[config.mk]
export PLATFORM = sky130hd
export DESIGN_NAME = midpoint_ellipse_rasterizer_flat
export DESIGN_NICKNAME = d
export VERILOG_FILES = /design/src/design/mer_pkg.sv /design/src/design/mer_req_if.sv /design/src/design/mer_rsp_if.sv /design/src/design/mer_datapath.sv /design/src/design/mer_ctrl.sv /design/src/design/midpoint_ellipse_rasterizer.sv /design/src/flat_wrapper.sv
export SDC_FILE = /design/constraint.sdc
export NUM_CORES = 2
export LEC_CHECK = 0
export ABC_CLOCK_PERIOD_IN_PS = 11900
export BUFFER_PORTS_ARGS = -buffer_cell sky130_fd_sc_hd__buf_2
export CORE_MARGIN = 4
export CORE_UTILIZATION = 66
export DETAILED_ROUTE_END_ITERATION = 10
export GPL_TIMING_DRIVEN = 0
export PLACE_DENSITY = 0.83
export SYNTH_ARGS = -nofsm -noshare
export SYNTH_HDL_FRONTEND = slang
export SYNTH_SLANG_ARGS = --single-unit
[constraint.sdc]
create_clock -name clock -period 11.9 [get_ports clock]
set_clock_uncertainty 0.2 [all_clocks]
set_input_delay 0 -clock clock [delete_from_list [all_inputs] [get_ports clock]]
set_output_delay 0 -clock clock [all_outputs]
set_load 0.02 [all_outputs]
[src/design/mer_pkg.sv]
// ----------------------------------------------------------------------------
// mer_pkg
// Shared widths, command codes and control/status structures of the midpoint
// ellipse rasterizer.
// ----------------------------------------------------------------------------
`default_nettype none

package mer_pkg;

   // Field widths.
   localparam int AXIS_BITS  = 11;
   localparam int COORD_BITS = 12;
   localparam int OUT_BITS   = COORD_BITS + 2;

   // Internal arithmetic widths.
   localparam int SQ_BITS    = 2 * AXIS_BITS;
   localparam int DEC_BITS   = 4 * AXIS_BITS + 4;
   localparam int MUL_A_BITS = SQ_BITS + AXIS_BITS + 1;
   localparam int MUL_B_BITS = SQ_BITS;
   localparam int PROD_BITS  = MUL_A_BITS + MUL_B_BITS;

   // Input command codes.
   typedef enum logic {
      CMD_START = 1'b0,
      CMD_STEP  = 1'b1
   } command_type;

   // Operand selection of the shared multiplier.
   typedef enum logic [3:0] {
      MUL_AA,   // a * a
      MUL_BB,   // b * b
      MUL_A2B,  // a^2 * b
      MUL_P1,   // b^2 * (x + 1)
      MUL_P2,   // a^2 * (2y - 1)
      MUL_Q1,   // b^2 * (2x + 1)
      MUL_Q2,   // previous product * (2x + 1)
      MUL_R1,   // a^2 * (y - 1)
      MUL_R2,   // previous product * (y - 1)
      MUL_S     // a^2 * b^2
   } mul_sel_type;

   // Update of the decision register.
   typedef enum logic [2:0] {
      DEC_HOLD,
      DEC_INIT,
      DEC_SWITCH,
      DEC_UPD1,
      DEC_UPD2
   } dec_op_type;

   // Update of the side-arc accumulator.
   typedef enum logic [1:0] {
      ACC_HOLD,
      ACC_LOAD,
      ACC_ADD
   } acc_op_type;

   // Commands from the controller to the datapath.
   typedef struct packed {
      logic        load_start;
      mul_sel_type mul_sel;
      logic        load_a2;
      logic        load_b2;
      logic        load_p1;
      logic        load_decide;
      acc_op_type  acc_op;
      dec_op_type  dec_op;
      logic        load_out;
   } dp_cmd_type;

   // Status from the datapath to the controller.
   typedef struct packed {
      logic arc_continues;
      logic y_zero;
   } dp_stat_type;

endpackage

`default_nettype wire

[src/design/mer_req_if.sv]
// ----------------------------------------------------------------------------
// mer_req_if
// Request channel: a start or step command with the ellipse geometry.
// ----------------------------------------------------------------------------
`default_nettype none

interface mer_req_if import mer_pkg::*; ();

   logic                  valid;
   logic                  ready;
   logic                  command;
   logic [COORD_BITS-1:0] center_x;
   logic [COORD_BITS-1:0] center_y;
   logic [AXIS_BITS-1:0]  semi_a;
   logic [AXIS_BITS-1:0]  semi_b;

   modport source (
      output valid, command, center_x, center_y, semi_a, semi_b,
      input  ready
   );

   modport sink (
      input  valid, command, center_x, center_y, semi_a, semi_b,
      output ready
   );

endinterface

`default_nettype wire

[src/design/mer_rsp_if.sv]
// ----------------------------------------------------------------------------
// mer_rsp_if
// Response channel: one rasterized point mirrored into four quadrants.
// ----------------------------------------------------------------------------
`default_nettype none

interface mer_rsp_if import mer_pkg::*; ();

   logic                       valid;
   logic                       ready;
   logic signed [OUT_BITS-1:0] right_x;
   logic signed [OUT_BITS-1:0] left_x;
   logic signed [OUT_BITS-1:0] lower_y;
   logic signed [OUT_BITS-1:0] upper_y;
   logic                       last;

   modport source (
      output valid, right_x, left_x, lower_y, upper_y, last,
      input  ready
   );

   modport sink (
      input  valid, right_x, left_x, lower_y, upper_y, last,
      output ready
   );

endinterface

`default_nettype wire

[src/design/mer_datapath.sv]
// ----------------------------------------------------------------------------
// mer_datapath
// Geometry registers, shared multiplier, decision arithmetic and the output
// register of the ellipse rasterizer. Sequenced by mer_ctrl.
// ----------------------------------------------------------------------------
`default_nettype none

module mer_datapath import mer_pkg::*; (
   input  logic                       clock,
   input  logic [COORD_BITS-1:0]      req_center_x,
   input  logic [COORD_BITS-1:0]      req_center_y,
   input  logic [AXIS_BITS-1:0]       req_semi_a,
   input  logic [AXIS_BITS-1:0]       req_semi_b,
   input  dp_cmd_type                 cmd,
   output dp_stat_type                stat,
   output logic signed [OUT_BITS-1:0] rsp_right_x,
   output logic signed [OUT_BITS-1:0] rsp_left_x,
   output logic signed [OUT_BITS-1:0] rsp_lower_y,
   output logic signed [OUT_BITS-1:0] rsp_upper_y,
   output logic                       rsp_last
);

   // Geometry and point registers.
   logic [COORD_BITS-1:0] cx_ff, cy_ff;
   logic [AXIS_BITS-1:0]  a_ff;
   logic [AXIS_BITS-1:0]  x_ff, x_in;
   logic [AXIS_BITS-1:0]  y_ff, y_in;
   logic [SQ_BITS-1:0]    a2_ff, b2_ff;

   // Arithmetic registers; all wrap modulo 2^DEC_BITS.
   logic [DEC_BITS-1:0]   prod_ff, prod_in;
   logic [DEC_BITS-1:0]   p1_ff;
   logic [DEC_BITS-1:0]   inc1_ff, sub1_ff, sub2_ff;
   logic [DEC_BITS-1:0]   acc_ff, acc_in;
   logic [DEC_BITS-1:0]   dec_ff, dec_in;

   // Output register.
   logic signed [OUT_BITS-1:0] right_x_ff, left_x_ff, lower_y_ff, upper_y_ff;
   logic                       last_ff;

   // Derived operands.
   logic [AXIS_BITS:0]    x_inc, x_odd, y_odd;
   logic [AXIS_BITS-1:0]  y_dec;
   logic [DEC_BITS-1:0]   a2_ext, b2_ext;
   logic [MUL_A_BITS-1:0] mul_a;
   logic [MUL_B_BITS-1:0] mul_b;
   logic [PROD_BITS-1:0]  mul_full;
   logic                  dec_neg;
   logic                  y_zero;

   assign x_inc   = (AXIS_BITS+1)'(x_ff) + (AXIS_BITS+1)'(1);
   assign x_odd   = {x_ff, 1'b1};
   assign y_odd   = {y_ff, 1'b0} - (AXIS_BITS+1)'(1);
   assign y_dec   = y_ff - AXIS_BITS'(1);
   assign a2_ext  = DEC_BITS'(a2_ff);
   assign b2_ext  = DEC_BITS'(b2_ff);
   assign dec_neg = dec_ff[DEC_BITS-1];
   assign y_zero  = (y_ff == '0);

   // Operand selection of the shared multiplier.
   always_comb begin
      unique case (cmd.mul_sel)
         MUL_AA: begin
            mul_a = MUL_A_BITS'(a_ff);
            mul_b = MUL_B_BITS'(a_ff);
         end
         MUL_BB: begin
            mul_a = MUL_A_BITS'(y_ff);
            mul_b = MUL_B_BITS'(y_ff);
         end
         MUL_A2B: begin
            mul_a = MUL_A_BITS'(a2_ff);
            mul_b = MUL_B_BITS'(y_ff);
         end
         MUL_P1: begin
            mul_a = MUL_A_BITS'(b2_ff);
            mul_b = MUL_B_BITS'(x_inc);
         end
         MUL_P2: begin
            mul_a = MUL_A_BITS'(a2_ff);
            mul_b = MUL_B_BITS'(y_odd);
         end
         MUL_Q1: begin
            mul_a = MUL_A_BITS'(b2_ff);
            mul_b = MUL_B_BITS'(x_odd);
         end
         MUL_Q2: begin
            mul_a = prod_ff[MUL_A_BITS-1:0];
            mul_b = MUL_B_BITS'(x_odd);
         end
         MUL_R1: begin
            mul_a = MUL_A_BITS'(a2_ff);
            mul_b = MUL_B_BITS'(y_dec);
         end
         MUL_R2: begin
            mul_a = prod_ff[MUL_A_BITS-1:0];
            mul_b = MUL_B_BITS'(y_dec);
         end
         MUL_S: begin
            mul_a = MUL_A_BITS'(a2_ff);
            mul_b = b2_ff;
         end
         default: begin
            mul_a = '0;
            mul_b = '0;
         end
      endcase
   end

   // The product is registered before any further use.
   assign mul_full = PROD_BITS'(mul_a) * PROD_BITS'(mul_b);
   assign prod_in  = mul_full[DEC_BITS-1:0];

   // Side-arc start value is built up from three products.
   always_comb begin
      unique case (cmd.acc_op)
         ACC_HOLD: acc_in = acc_ff;
         ACC_LOAD: acc_in = prod_ff;
         ACC_ADD:  acc_in = acc_ff + (prod_ff << 2);
         default:  acc_in = acc_ff;
      endcase
   end

   // Decision value and point update.
   always_comb begin
      dec_in = dec_ff;
      x_in   = x_ff;
      y_in   = y_ff;
      unique case (cmd.dec_op)
         DEC_HOLD: dec_in = dec_ff;
         DEC_INIT: dec_in = (b2_ext << 2) + a2_ext - (prod_ff << 2);
         DEC_SWITCH: dec_in = acc_ff - (prod_ff << 2);
         DEC_UPD1: begin
            // Upper arc: x always moves, y moves on a non-negative decision.
            dec_in = dec_ff + (inc1_ff << 2) - (dec_neg ? '0 : (sub1_ff << 2));
            x_in   = x_inc[AXIS_BITS-1:0];
            if (!dec_neg) begin
               y_in = y_dec;
            end
         end
         DEC_UPD2: begin
            // Side arc: y always moves, x moves on a negative decision.
            dec_in = dec_ff + (dec_neg ? (p1_ff << 2) : '0) - (sub2_ff << 2);
            y_in   = y_dec;
            if (dec_neg) begin
               x_in = x_inc[AXIS_BITS-1:0];
            end
         end
         default: dec_in = dec_ff;
      endcase
      if (cmd.load_start) begin
         x_in = '0;
         y_in = req_semi_b;
      end
   end

   // Datapath registers.
   always_ff @(posedge clock) begin
      prod_ff <= prod_in;
      acc_ff  <= acc_in;
      dec_ff  <= dec_in;
      x_ff    <= x_in;
      y_ff    <= y_in;
      if (cmd.load_start) begin
         cx_ff <= req_center_x;
         cy_ff <= req_center_y;
         a_ff  <= req_semi_a;
      end
      if (cmd.load_a2) begin
         a2_ff <= prod_ff[SQ_BITS-1:0];
      end
      if (cmd.load_b2) begin
         b2_ff <= prod_ff[SQ_BITS-1:0];
      end
      if (cmd.load_p1) begin
         p1_ff <= prod_ff << 1;
      end
      if (cmd.load_decide) begin
         inc1_ff <= p1_ff + b2_ext;
         sub1_ff <= prod_ff - a2_ext;
         sub2_ff <= prod_ff - (a2_ext << 1);
      end
      if (cmd.load_out) begin
         right_x_ff <= $signed(OUT_BITS'(cx_ff) + OUT_BITS'(x_ff));
         left_x_ff  <= $signed(OUT_BITS'(cx_ff) - OUT_BITS'(x_ff));
         lower_y_ff <= $signed(OUT_BITS'(cy_ff) + OUT_BITS'(y_ff));
         upper_y_ff <= $signed(OUT_BITS'(cy_ff) - OUT_BITS'(y_ff));
         last_ff    <= y_zero;
      end
   end

   // Upper-arc test: 2b^2(x+1) < a^2(2y-1), with the right side in prod_ff.
   assign stat.arc_continues = !y_zero && (p1_ff < prod_ff);
   assign stat.y_zero        = y_zero;

   assign rsp_right_x = right_x_ff;
   assign rsp_left_x  = left_x_ff;
   assign rsp_lower_y = lower_y_ff;
   assign rsp_upper_y = upper_y_ff;
   assign rsp_last    = last_ff;

endmodule

`default_nettype wire

[src/design/mer_ctrl.sv]
// ----------------------------------------------------------------------------
// mer_ctrl
// Sequencer of the ellipse rasterizer: accepts commands, steps the datapath
// through its multiply schedule and owns the response valid flag.
// ----------------------------------------------------------------------------
`default_nettype none

module mer_ctrl import mer_pkg::*; (
   input  logic        clock,
   input  logic        reset,
   input  logic        req_valid,
   input  logic        req_command,
   output logic        req_ready,
   output logic        rsp_valid,
   input  logic        rsp_ready,
   input  dp_stat_type stat,
   output dp_cmd_type  cmd
);

   typedef enum logic [4:0] {
      ST_IDLE,
      ST_A2,
      ST_B2,
      ST_AB,
      ST_DINIT,
      ST_P1,
      ST_P2,
      ST_DECIDE,
      ST_UPD1,
      ST_SW_Q1,
      ST_SW_Q2,
      ST_SW_R1,
      ST_SW_R2,
      ST_SW_S,
      ST_SW_SUM,
      ST_UPD2,
      ST_EMIT
   } state_type;

   state_type state_ff, state_in;
   logic      active_ff, active_in;
   logic      region_ff, region_in;
   logic      rsp_valid_ff, rsp_valid_in;

   // Next state and datapath commands.
   always_comb begin
      state_in         = state_ff;
      active_in        = active_ff;
      region_in        = region_ff;
      rsp_valid_in     = rsp_valid_ff && !rsp_ready;
      cmd              = '0;
      cmd.mul_sel      = MUL_AA;
      cmd.acc_op       = ACC_HOLD;
      cmd.dec_op       = DEC_HOLD;
      unique case (state_ff)
         ST_IDLE: begin
            if (req_valid) begin
               if (req_command == CMD_START) begin
                  cmd.load_start = 1'b1;
                  active_in      = 1'b1;
                  region_in      = 1'b0;
                  state_in       = ST_A2;
               end else if (active_ff) begin
                  state_in = ST_P1;
               end
            end
         end
         // Start: square both axes, then form the upper-arc decision.
         ST_A2: begin
            cmd.mul_sel = MUL_AA;
            state_in    = ST_B2;
         end
         ST_B2: begin
            cmd.load_a2 = 1'b1;
            cmd.mul_sel = MUL_BB;
            state_in    = ST_AB;
         end
         ST_AB: begin
            cmd.load_b2 = 1'b1;
            cmd.mul_sel = MUL_A2B;
            state_in    = ST_DINIT;
         end
         ST_DINIT: begin
            cmd.dec_op = DEC_INIT;
            state_in   = ST_EMIT;
         end
         // Step: both arc-test products, then branch.
         ST_P1: begin
            cmd.mul_sel = MUL_P1;
            state_in    = ST_P2;
         end
         ST_P2: begin
            cmd.load_p1 = 1'b1;
            cmd.mul_sel = MUL_P2;
            state_in    = ST_DECIDE;
         end
         ST_DECIDE: begin
            cmd.load_decide = 1'b1;
            if (!region_ff) begin
               state_in = stat.arc_continues ? ST_UPD1 : ST_SW_Q1;
            end else if (stat.y_zero) begin
               active_in = 1'b0;
               state_in  = ST_IDLE;
            end else begin
               state_in = ST_UPD2;
            end
         end
         ST_UPD1: begin
            cmd.dec_op = DEC_UPD1;
            state_in   = ST_EMIT;
         end
         // Arc switch: b^2(2x+1)^2 + 4a^2(y-1)^2 - 4a^2b^2.
         ST_SW_Q1: begin
            cmd.mul_sel = MUL_Q1;
            state_in    = ST_SW_Q2;
         end
         ST_SW_Q2: begin
            cmd.mul_sel = MUL_Q2;
            state_in    = ST_SW_R1;
         end
         ST_SW_R1: begin
            cmd.acc_op  = ACC_LOAD;
            cmd.mul_sel = MUL_R1;
            state_in    = ST_SW_R2;
         end
         ST_SW_R2: begin
            cmd.mul_sel = MUL_R2;
            state_in    = ST_SW_S;
         end
         ST_SW_S: begin
            cmd.acc_op  = ACC_ADD;
            cmd.mul_sel = MUL_S;
            state_in    = ST_SW_SUM;
         end
         ST_SW_SUM: begin
            cmd.dec_op = DEC_SWITCH;
            region_in  = 1'b1;
            if (stat.y_zero) begin
               active_in = 1'b0;
               state_in  = ST_IDLE;
            end else begin
               state_in = ST_UPD2;
            end
         end
         ST_UPD2: begin
            cmd.dec_op = DEC_UPD2;
            state_in   = ST_EMIT;
         end
         // Hand the point to the output register once it is free.
         ST_EMIT: begin
            if (!rsp_valid_ff || rsp_ready) begin
               cmd.load_out = 1'b1;
               rsp_valid_in = 1'b1;
               if (stat.y_zero) begin
                  active_in = 1'b0;
               end
               state_in = ST_IDLE;
            end
         end
         default: state_in = ST_IDLE;
      endcase
   end

   // State and registered outputs.
   always_ff @(posedge clock) begin
      if (reset) begin
         state_ff     <= ST_IDLE;
         active_ff    <= 1'b0;
         region_ff    <= 1'b0;
         rsp_valid_ff <= 1'b0;
      end else begin
         state_ff     <= state_in;
         active_ff    <= active_in;
         region_ff    <= region_in;
         rsp_valid_ff <= rsp_valid_in;
      end
   end

   assign req_ready = (state_ff == ST_IDLE);
   assign rsp_valid = rsp_valid_ff;

   // The output register is only written when it is empty or being drained.
   assert property (@(posedge clock) disable iff (reset)
      cmd.load_out |-> (!rsp_valid_ff || rsp_ready))
      else $error("point written over a response beat not yet taken");

   // A new response beat only comes out of the emit state.
   assert property (@(posedge clock) disable iff (reset)
      $rose(rsp_valid_ff) |-> $past(state_ff == ST_EMIT))
      else $error("response valid raised outside the emit state");

   // A step with no ellipse in progress is consumed without any work.
   assert property (@(posedge clock) disable iff (reset)
      (state_ff == ST_IDLE && req_valid && req_command == CMD_STEP && !active_ff)
      |=> (state_ff == ST_IDLE))
      else $error("idle step started a computation");

   // The arc switch always leaves the side-arc flag set.
   assert property (@(posedge clock) disable iff (reset)
      (state_ff == ST_SW_SUM) |=> region_ff)
      else $error("arc switch did not enter the side arc");

endmodule

`default_nettype wire

[src/design/midpoint_ellipse_rasterizer.sv]
// ----------------------------------------------------------------------------
// midpoint_ellipse_rasterizer
// Midpoint ellipse rasterizer: at most one quadrant-mirrored point per command.
// ----------------------------------------------------------------------------
// A start beat (command 0) latches the center and semi-axes a, b and returns
// the point (0, b); each step beat (command 1) returns the next point, first
// along the upper arc and then along the side arc, until a point with y = 0
// is returned with last set. A step with no ellipse in progress, or the step
// that finds the side arc already at y = 0, returns nothing; a start always
// abandons the running ellipse. All decision arithmetic is exact integer
// math scaled by four. One shared multiplier with a registered product does
// every multiplication, and its schedule orders the work: a start squares
// both axes and forms the first decision, a regular step forms both arc-test
// products and updates the point, and the step on which the upper arc ends
// takes five more products to seed the side arc. A new beat is taken only
// once the previous one has put its point in the output register or has
// finished without one. A point waits in the output register if the response
// side stalls, while the next request is already accepted.
// ----------------------------------------------------------------------------
`default_nettype none

module midpoint_ellipse_rasterizer import mer_pkg::*; (
   input  logic  clock,
   input  logic  reset,
   mer_req_if.sink   req_chan,
   mer_rsp_if.source rsp_chan
);

   dp_cmd_type  cmd;
   dp_stat_type stat;

   // Command sequencer.
   mer_ctrl u_ctrl (
      .clock       (clock),
      .reset       (reset),
      .req_valid   (req_chan.valid),
      .req_command (req_chan.command),
      .req_ready   (req_chan.ready),
      .rsp_valid   (rsp_chan.valid),
      .rsp_ready   (rsp_chan.ready),
      .stat        (stat),
      .cmd         (cmd)
   );

   // Arithmetic and output register.
   mer_datapath u_datapath (
      .clock        (clock),
      .req_center_x (req_chan.center_x),
      .req_center_y (req_chan.center_y),
      .req_semi_a   (req_chan.semi_a),
      .req_semi_b   (req_chan.semi_b),
      .cmd          (cmd),
      .stat         (stat),
      .rsp_right_x  (rsp_chan.right_x),
      .rsp_left_x   (rsp_chan.left_x),
      .rsp_lower_y  (rsp_chan.lower_y),
      .rsp_upper_y  (rsp_chan.upper_y),
      .rsp_last     (rsp_chan.last)
   );

endmodule

`default_nettype wire

[src/flat_wrapper.sv]
// flat-port wrapper written by rule: the top's interface ports become plain ports
module midpoint_ellipse_rasterizer_flat import mer_pkg::*;
  (clock, reset, req_chan_valid, req_chan_command, req_chan_center_x, req_chan_center_y, req_chan_semi_a, req_chan_semi_b, req_chan_ready, rsp_chan_valid, rsp_chan_right_x, rsp_chan_left_x, rsp_chan_lower_y, rsp_chan_upper_y, rsp_chan_last, rsp_chan_ready);
  mer_req_if req_chan_i ();
  mer_rsp_if rsp_chan_i ();
  input  logic clock;
  input  logic reset;
  input wire logic [$bits(req_chan_i.valid)-1:0] req_chan_valid;
  input wire logic [$bits(req_chan_i.command)-1:0] req_chan_command;
  input wire logic [$bits(req_chan_i.center_x)-1:0] req_chan_center_x;
  input wire logic [$bits(req_chan_i.center_y)-1:0] req_chan_center_y;
  input wire logic [$bits(req_chan_i.semi_a)-1:0] req_chan_semi_a;
  input wire logic [$bits(req_chan_i.semi_b)-1:0] req_chan_semi_b;
  output wire logic [$bits(req_chan_i.ready)-1:0] req_chan_ready;
  output wire logic [$bits(rsp_chan_i.valid)-1:0] rsp_chan_valid;
  output wire logic [$bits(rsp_chan_i.right_x)-1:0] rsp_chan_right_x;
  output wire logic [$bits(rsp_chan_i.left_x)-1:0] rsp_chan_left_x;
  output wire logic [$bits(rsp_chan_i.lower_y)-1:0] rsp_chan_lower_y;
  output wire logic [$bits(rsp_chan_i.upper_y)-1:0] rsp_chan_upper_y;
  output wire logic [$bits(rsp_chan_i.last)-1:0] rsp_chan_last;
  input wire logic [$bits(rsp_chan_i.ready)-1:0] rsp_chan_ready;
  assign req_chan_i.valid = req_chan_valid;
  assign req_chan_i.command = req_chan_command;
  assign req_chan_i.center_x = req_chan_center_x;
  assign req_chan_i.center_y = req_chan_center_y;
  assign req_chan_i.semi_a = req_chan_semi_a;
  assign req_chan_i.semi_b = req_chan_semi_b;
  assign req_chan_ready = req_chan_i.ready;
  assign rsp_chan_valid = rsp_chan_i.valid;
  assign rsp_chan_right_x = rsp_chan_i.right_x;
  assign rsp_chan_left_x = rsp_chan_i.left_x;
  assign rsp_chan_lower_y = rsp_chan_i.lower_y;
  assign rsp_chan_upper_y = rsp_chan_i.upper_y;
  assign rsp_chan_last = rsp_chan_i.last;
  assign rsp_chan_i.ready = rsp_chan_ready;
  midpoint_ellipse_rasterizer u_core (.clock(clock), .reset(reset), .req_chan(req_chan_i), .rsp_chan(rsp_chan_i));
endmodule
# Word level (Yosys, flattened, before mapping)
# Cells that the tools add are included.
# op_classes
n_addsub,18
multipliers,1
magnitude_cmp,1
n_eq_ne,38
muxes,42
n_reduce_logical,27
# op_table
cell,count
$pmux 48 s4,1
$pmux 34 s5,1
$pmux 22 s7,1
$add 48x48->48,3
$sub 48x48->48,3
$mux 48,2
$pmux 48 s2,1
$pmux 5 s15,1
$lt 48x48->1,1
$mul 34x22->48,1
$sub 25x48->48,1
$add 46x22->46,1
$sub 46x22->46,1
$sub 46x23->46,1
$pmux 11 s2,2
$eq 5x4->1 const B,8
$pmux 4 s9,1
$mux 11,3
$add 12x11->13,2
$sub 12x11->13,2
$add 24x22->25,1
$eq 5x3->1 const B,4
$mux 5,4
$mux 1,19
37 further kinds,62
# totals
ff_bits,495
input_bits,51
out_inout_bits,59

# Depth between registers and ports, before layout
# logic_depth
depth_word,6
depth_mapped,42
depth_no_buf,38

# Modules after synthesis
# Synthesis repeated with hierarchy kept, for this count alone.
# hier_totals
cells_unflattened,6649
hier_area_um2,60498.0
# by_module_without_submodules
module,instances,cells_per_inst,area_per_inst_um2
mer_datapath,1,6541,59718.5
mer_ctrl,1,108,779.5

# Least setup slack after synthesis
# Ideal clock, no wire load.
# synth_path
path_type,register -> register
start,reg u_core.u_ctrl.state_ff[2]
end,reg u_core.u_datapath.prod_ff[46]
setup_time_ns,0.072
arrival_time_ns,10.635
setup_slack_ns,0.993
stages_incl_launch_ff,33
period_less_slack_ns,10.907
cell_sequence,dfxtp_1 > clkbuf_1 > clkbuf_1 > nand2_1 > nor2_1 > nand2_1 > o221ai_1 > a2111o_1 > clkbuf_1 > buf_1 > nand2_1 > fa_1 > inv_1 > fa_1 > inv_1 > fa_1 > inv_1 > fa_1 > fa_1 > fa_1 > fa_1 > ha_1 > a21o_1 > a21o_1 > a21oi_1 > nand2_1 > a22oi_1 > nand2_1 > or4_4 > a311o_1 > a221o_1 > a21oi_2 > xnor2_1
# synth_via
elab_chain_cells,6
elab_cells_between_ends,29
cone_classes,mul (1); eq/ne (18); mux (3); reduce/logical (7)
# synth_rtl
item,line_no,rtl
"start, declared",mer_ctrl.sv:40,"state_type state_ff, state_in;"
"start signal, assigned",mer_ctrl.sv:172,state_ff <= state_in;
"$eq 5x4->1, or another cell as far along",mer_ctrl.sv:55,unique case (state_ff)
$pmux 4 s9 (*),mer_ctrl.sv:55,
"$eq 4x4->1, or another cell as far along",mer_datapath.sv:62,unique case (cmd.mul_sel)
$reduce_or 4->1 (no source line) or $reduce_or 2->1 (tied branches),--,
$pmux 34 s5 or $pmux 22 s7 (tied branches),mer_datapath.sv:62,
$mul 34x22->48 (*),mer_datapath.sv:111,assign mul_full = PROD_BITS'(mul_a) * PROD_BITS'(mul_b);
net u_core.u_datapath.mul_full[46],mer_datapath.sv:47,logic [PROD_BITS-1:0] mul_full;
"end signal, assigned",mer_datapath.sv:159,prod_ff <= prod_in;
"end, declared",mer_datapath.sv:31,"logic [DEC_BITS-1:0] prod_ff, prod_in;"
# The timed path passes the listed nets; every way through them passes the cells marked *.
# A chain may end at the register's enable or synchronous reset.

# Worst setup path after layout
# layout_path
start,reg u_core.u_ctrl.state_ff[0]
end,reg u_core.u_datapath.prod_ff[46]
# The elaborated chain is that of the path after synthesis.

==> qor.yml <==
status: "finished, violations left"
violations: "DRC, slew limit"
fin_tns_setup_ns: 0
rrSetupSlack_ns: 0.41
chipWidth_um: 311
h-tree-depth: 2
wirelength_um: 199000
syn_inst: 6727
multi_input_area_um2: 41900
cp.required_ns: 12.26
yosys.area_share.adder: 0.343
grt_pass1_wl_um: 303000
final_nets: 8359
slowest_delay_ns: 0.61
clk_pin_slew_ns: 0.07
r2r_start: "u_core.u_ctrl.state_ff[0]"
syn2layout_area_growth_pct: 9.14
avgSynthCellArea_um2: 9.01
grt_max_degree: 105
slew_viol_final: 6
core_area_um2: 90600
die_area_um2: 96800
num_vias: 52100
worst_path_most_repeated_cell: "fa_1"
routabilityCongestion: 1.06
cts_sinks: 487
cts_tree: "yes"
synth_xor_area_frac: 0.0608
clock_path_buffers: 3
async_flop_share: 0
drc_errors: 143
synth_flop_cell: "edfxtp_1"
synth_enable_flop_cells: 420
yosysWarningCount: 0
cts_buffers: 55
num_rows: 110
fmax_mhz: 87.0
syn_area_um2: 60600
grtUsageTotal: 0.408
final_common_cell: "inv_1"
relSlewSlack: -0.0142
setup_ws_ns: 0.409
crit_end: "u_core.u_datapath.prod_ff[46]"
wire_per_inst_um: 23.9
clock_latency_ns: 0.65
synthMuxAreaShare: 0.00153
min_path_type: "input port to register"
slowest_stage: "clkbuf_1"
max-cap-violations: 0
period_share: 0.966
io_pins: 110
cts.root.buffer_cell: "clkbuf_16"
ff2ff_path_depth: 37
critPathLaunch: "u_core.u_ctrl.state_ff[0]"
synth_top_family_by_area: "adder cells"
io_buffers: 107
fillCellCount: 6745
final_cell_mix: "1123 x inv_1, 793 x nand2_1, 729 x fa_1"
worstSetupPathType: "register to register"
dr.first_iter.drc_count: 6860
grt_pass1_vias: 52200
hpwl_um: 159000
start_util: 0.670
drtPass1Iterations: 11
r2r-end: "u_core.u_datapath.prod_ff[46]"
holdPathStages: 4
arrival_ns: 11.85
finalHoldViolCount: 0
ys_seq_elements: 487
final_layout_size_suffix_gt1_frac: 0.0464
synth-seq-area-share: 0.230
final_antenna_net_count: 0
layout_min_cycle_time_ns: 11.49
yosys.area_share.simple: 0.142
worstSetupStartpointType: "register"
via_per_inst: 6.27
die_y_um: 311
synth_cell_types: 90
post-place-ws_ns: -0.863
crit_fanout: 10
grt_antenna_before_repair: 3
endpoint_kind: "register"
seqCellArea_um2: 14000
finalSetupViolations: 0
synth-compound-area-share: 0.135
worst_pin_slew_ns: 1.52
grt.overflow.total: 0
logic make-up after synthesis:
logic type / after synthesis
AND/OR/NAND/NOR: 1909
XOR/XNOR: 421
AO/OA/AOI/OAI: 1280
other: 2
buffers and inverters: 1392
flip-flops: 487
adder cells (fa/ha/maj): 1227
multiplexers: 9
synthesized netlist by cell type (29+ instances only):
cell,count,area (um^2)
o21a_1,53,398
a211oi_1,36,270
a31oi_1,29,181
inv_1,1125,4220
a21oi_1,426,2130
o211ai_1,31,233
xnor2_1,315,2760
nor4_1,42,263
nand2_1,797,2990
dfxtp_1,67,1340
fa_1,729,14600
ha_1,498,6230
nor3_1,68,340
and2_1,65,407
nand3_1,93,465
a21o_1,137,1030
nor2b_1,110,688
o21ai_0,226,1130
o21bai_1,66,495
clkbuf_1,239,897
edfxtp_1,420,12600
and3_1,49,307
nor2_1,482,1810
a22oi_1,30,225
nand2b_1,65,407
xor2_1,106,928
nand4_1,62,388
worst max-delay path: cells and delay by family (launching register included):
kind / cells / cell delay (ns)
buffers and inverters: 10 / 2.44
AND/OR/NAND/NOR: 9 / 2.38
flip-flops: 1 / 0.36
XOR/XNOR: 1 / 0.12
AO/OA/AOI/OAI: 8 / 1.82
adder cells (fa/ha/maj): 9 / 4.05
metal layers:
layer,routed length [um],up-vias,track usage
met5,27,-,0.000988
met4,13300,4,0.214
met3,25800,740,0.0973
met2,86000,3510,0.623
met1,73700,25000,0.546
li1,-,22800,-
cell type report:
class,instances,area share
multi-input combinational,4932,0.633
sequential,487,0.211
inverter,1125,0.0639
timing repair buffer,217,0.0251
clock buffer,68,0.0228
tap,1176,0.0222
buffer,263,0.0161
clock inverter,35,0.00601
antenna,5,0.000189
worst min path at each step:
stage | start | endpoint
5_1_grt | req_chan_semi_b[3] | u_core.u_datapath.y_ff[3]
2_1_floorplan | reset | u_core.u_ctrl.state_ff[3]
3_3_place_gp | req_chan_center_y[9] | u_core.u_datapath.cy_ff[9]
6_report | req_chan_semi_b[5] | u_core.u_datapath.y_ff[5]
3_5_place_dp | req_chan_center_x[5] | u_core.u_datapath.cx_ff[5]
4_1_cts | req_chan_semi_b[4] | u_core.u_datapath.y_ff[4]
repair_timing:
| item | CTS | global route |
|---|---|---|
| pin swaps | 1 | 2 |
| cloned | 0 | 0 |
| endpoints found under the setup margin | 15 | 16 |
| gates resized for setup | 31 | 23 |
| hold buffers | 89 | 0 |
| hold endpoints to repair | 74 | 0 |
| setup buffers | 4 | 1 |
state kept, by name, summed over array words and instances (netlist names), 11 cells and up:
register,flops
u_core.u_datapath.a2_ff,22
u_core.u_datapath.a_ff,11
u_core.u_datapath.acc_ff,47
u_core.u_datapath.b2_ff,22
u_core.u_datapath.cx_ff,12
u_core.u_datapath.cy_ff,12
u_core.u_datapath.dec_ff,47
u_core.u_datapath.inc1_ff,46
u_core.u_datapath.p1_ff,47
u_core.u_datapath.prod_ff,48
u_core.u_datapath.rsp_left_x,13
u_core.u_datapath.rsp_lower_y,12
u_core.u_datapath.rsp_right_x,12
u_core.u_datapath.rsp_upper_y,13
u_core.u_datapath.sub1_ff,46
u_core.u_datapath.sub2_ff,46
u_core.u_datapath.x_ff,11
u_core.u_datapath.y_ff,11
metrics by stage:
stage	hold WS (ns)	cell area [um^2]	cells	util
after floorplan	-0.131	61000	6811	-
after global placement	-0.0218	63000	8094	0.695
after detailed placement	-0.0217	63200	8109	0.698
after CTS	0.0252	66100	8304	0.730
after global routing	0.0608	66200	8303	0.731
final	0.0505	66200	8308	0.731
Power is not shown: default switching activity piles up to over one toggle a cycle in this logic, so the estimate is an artifact.
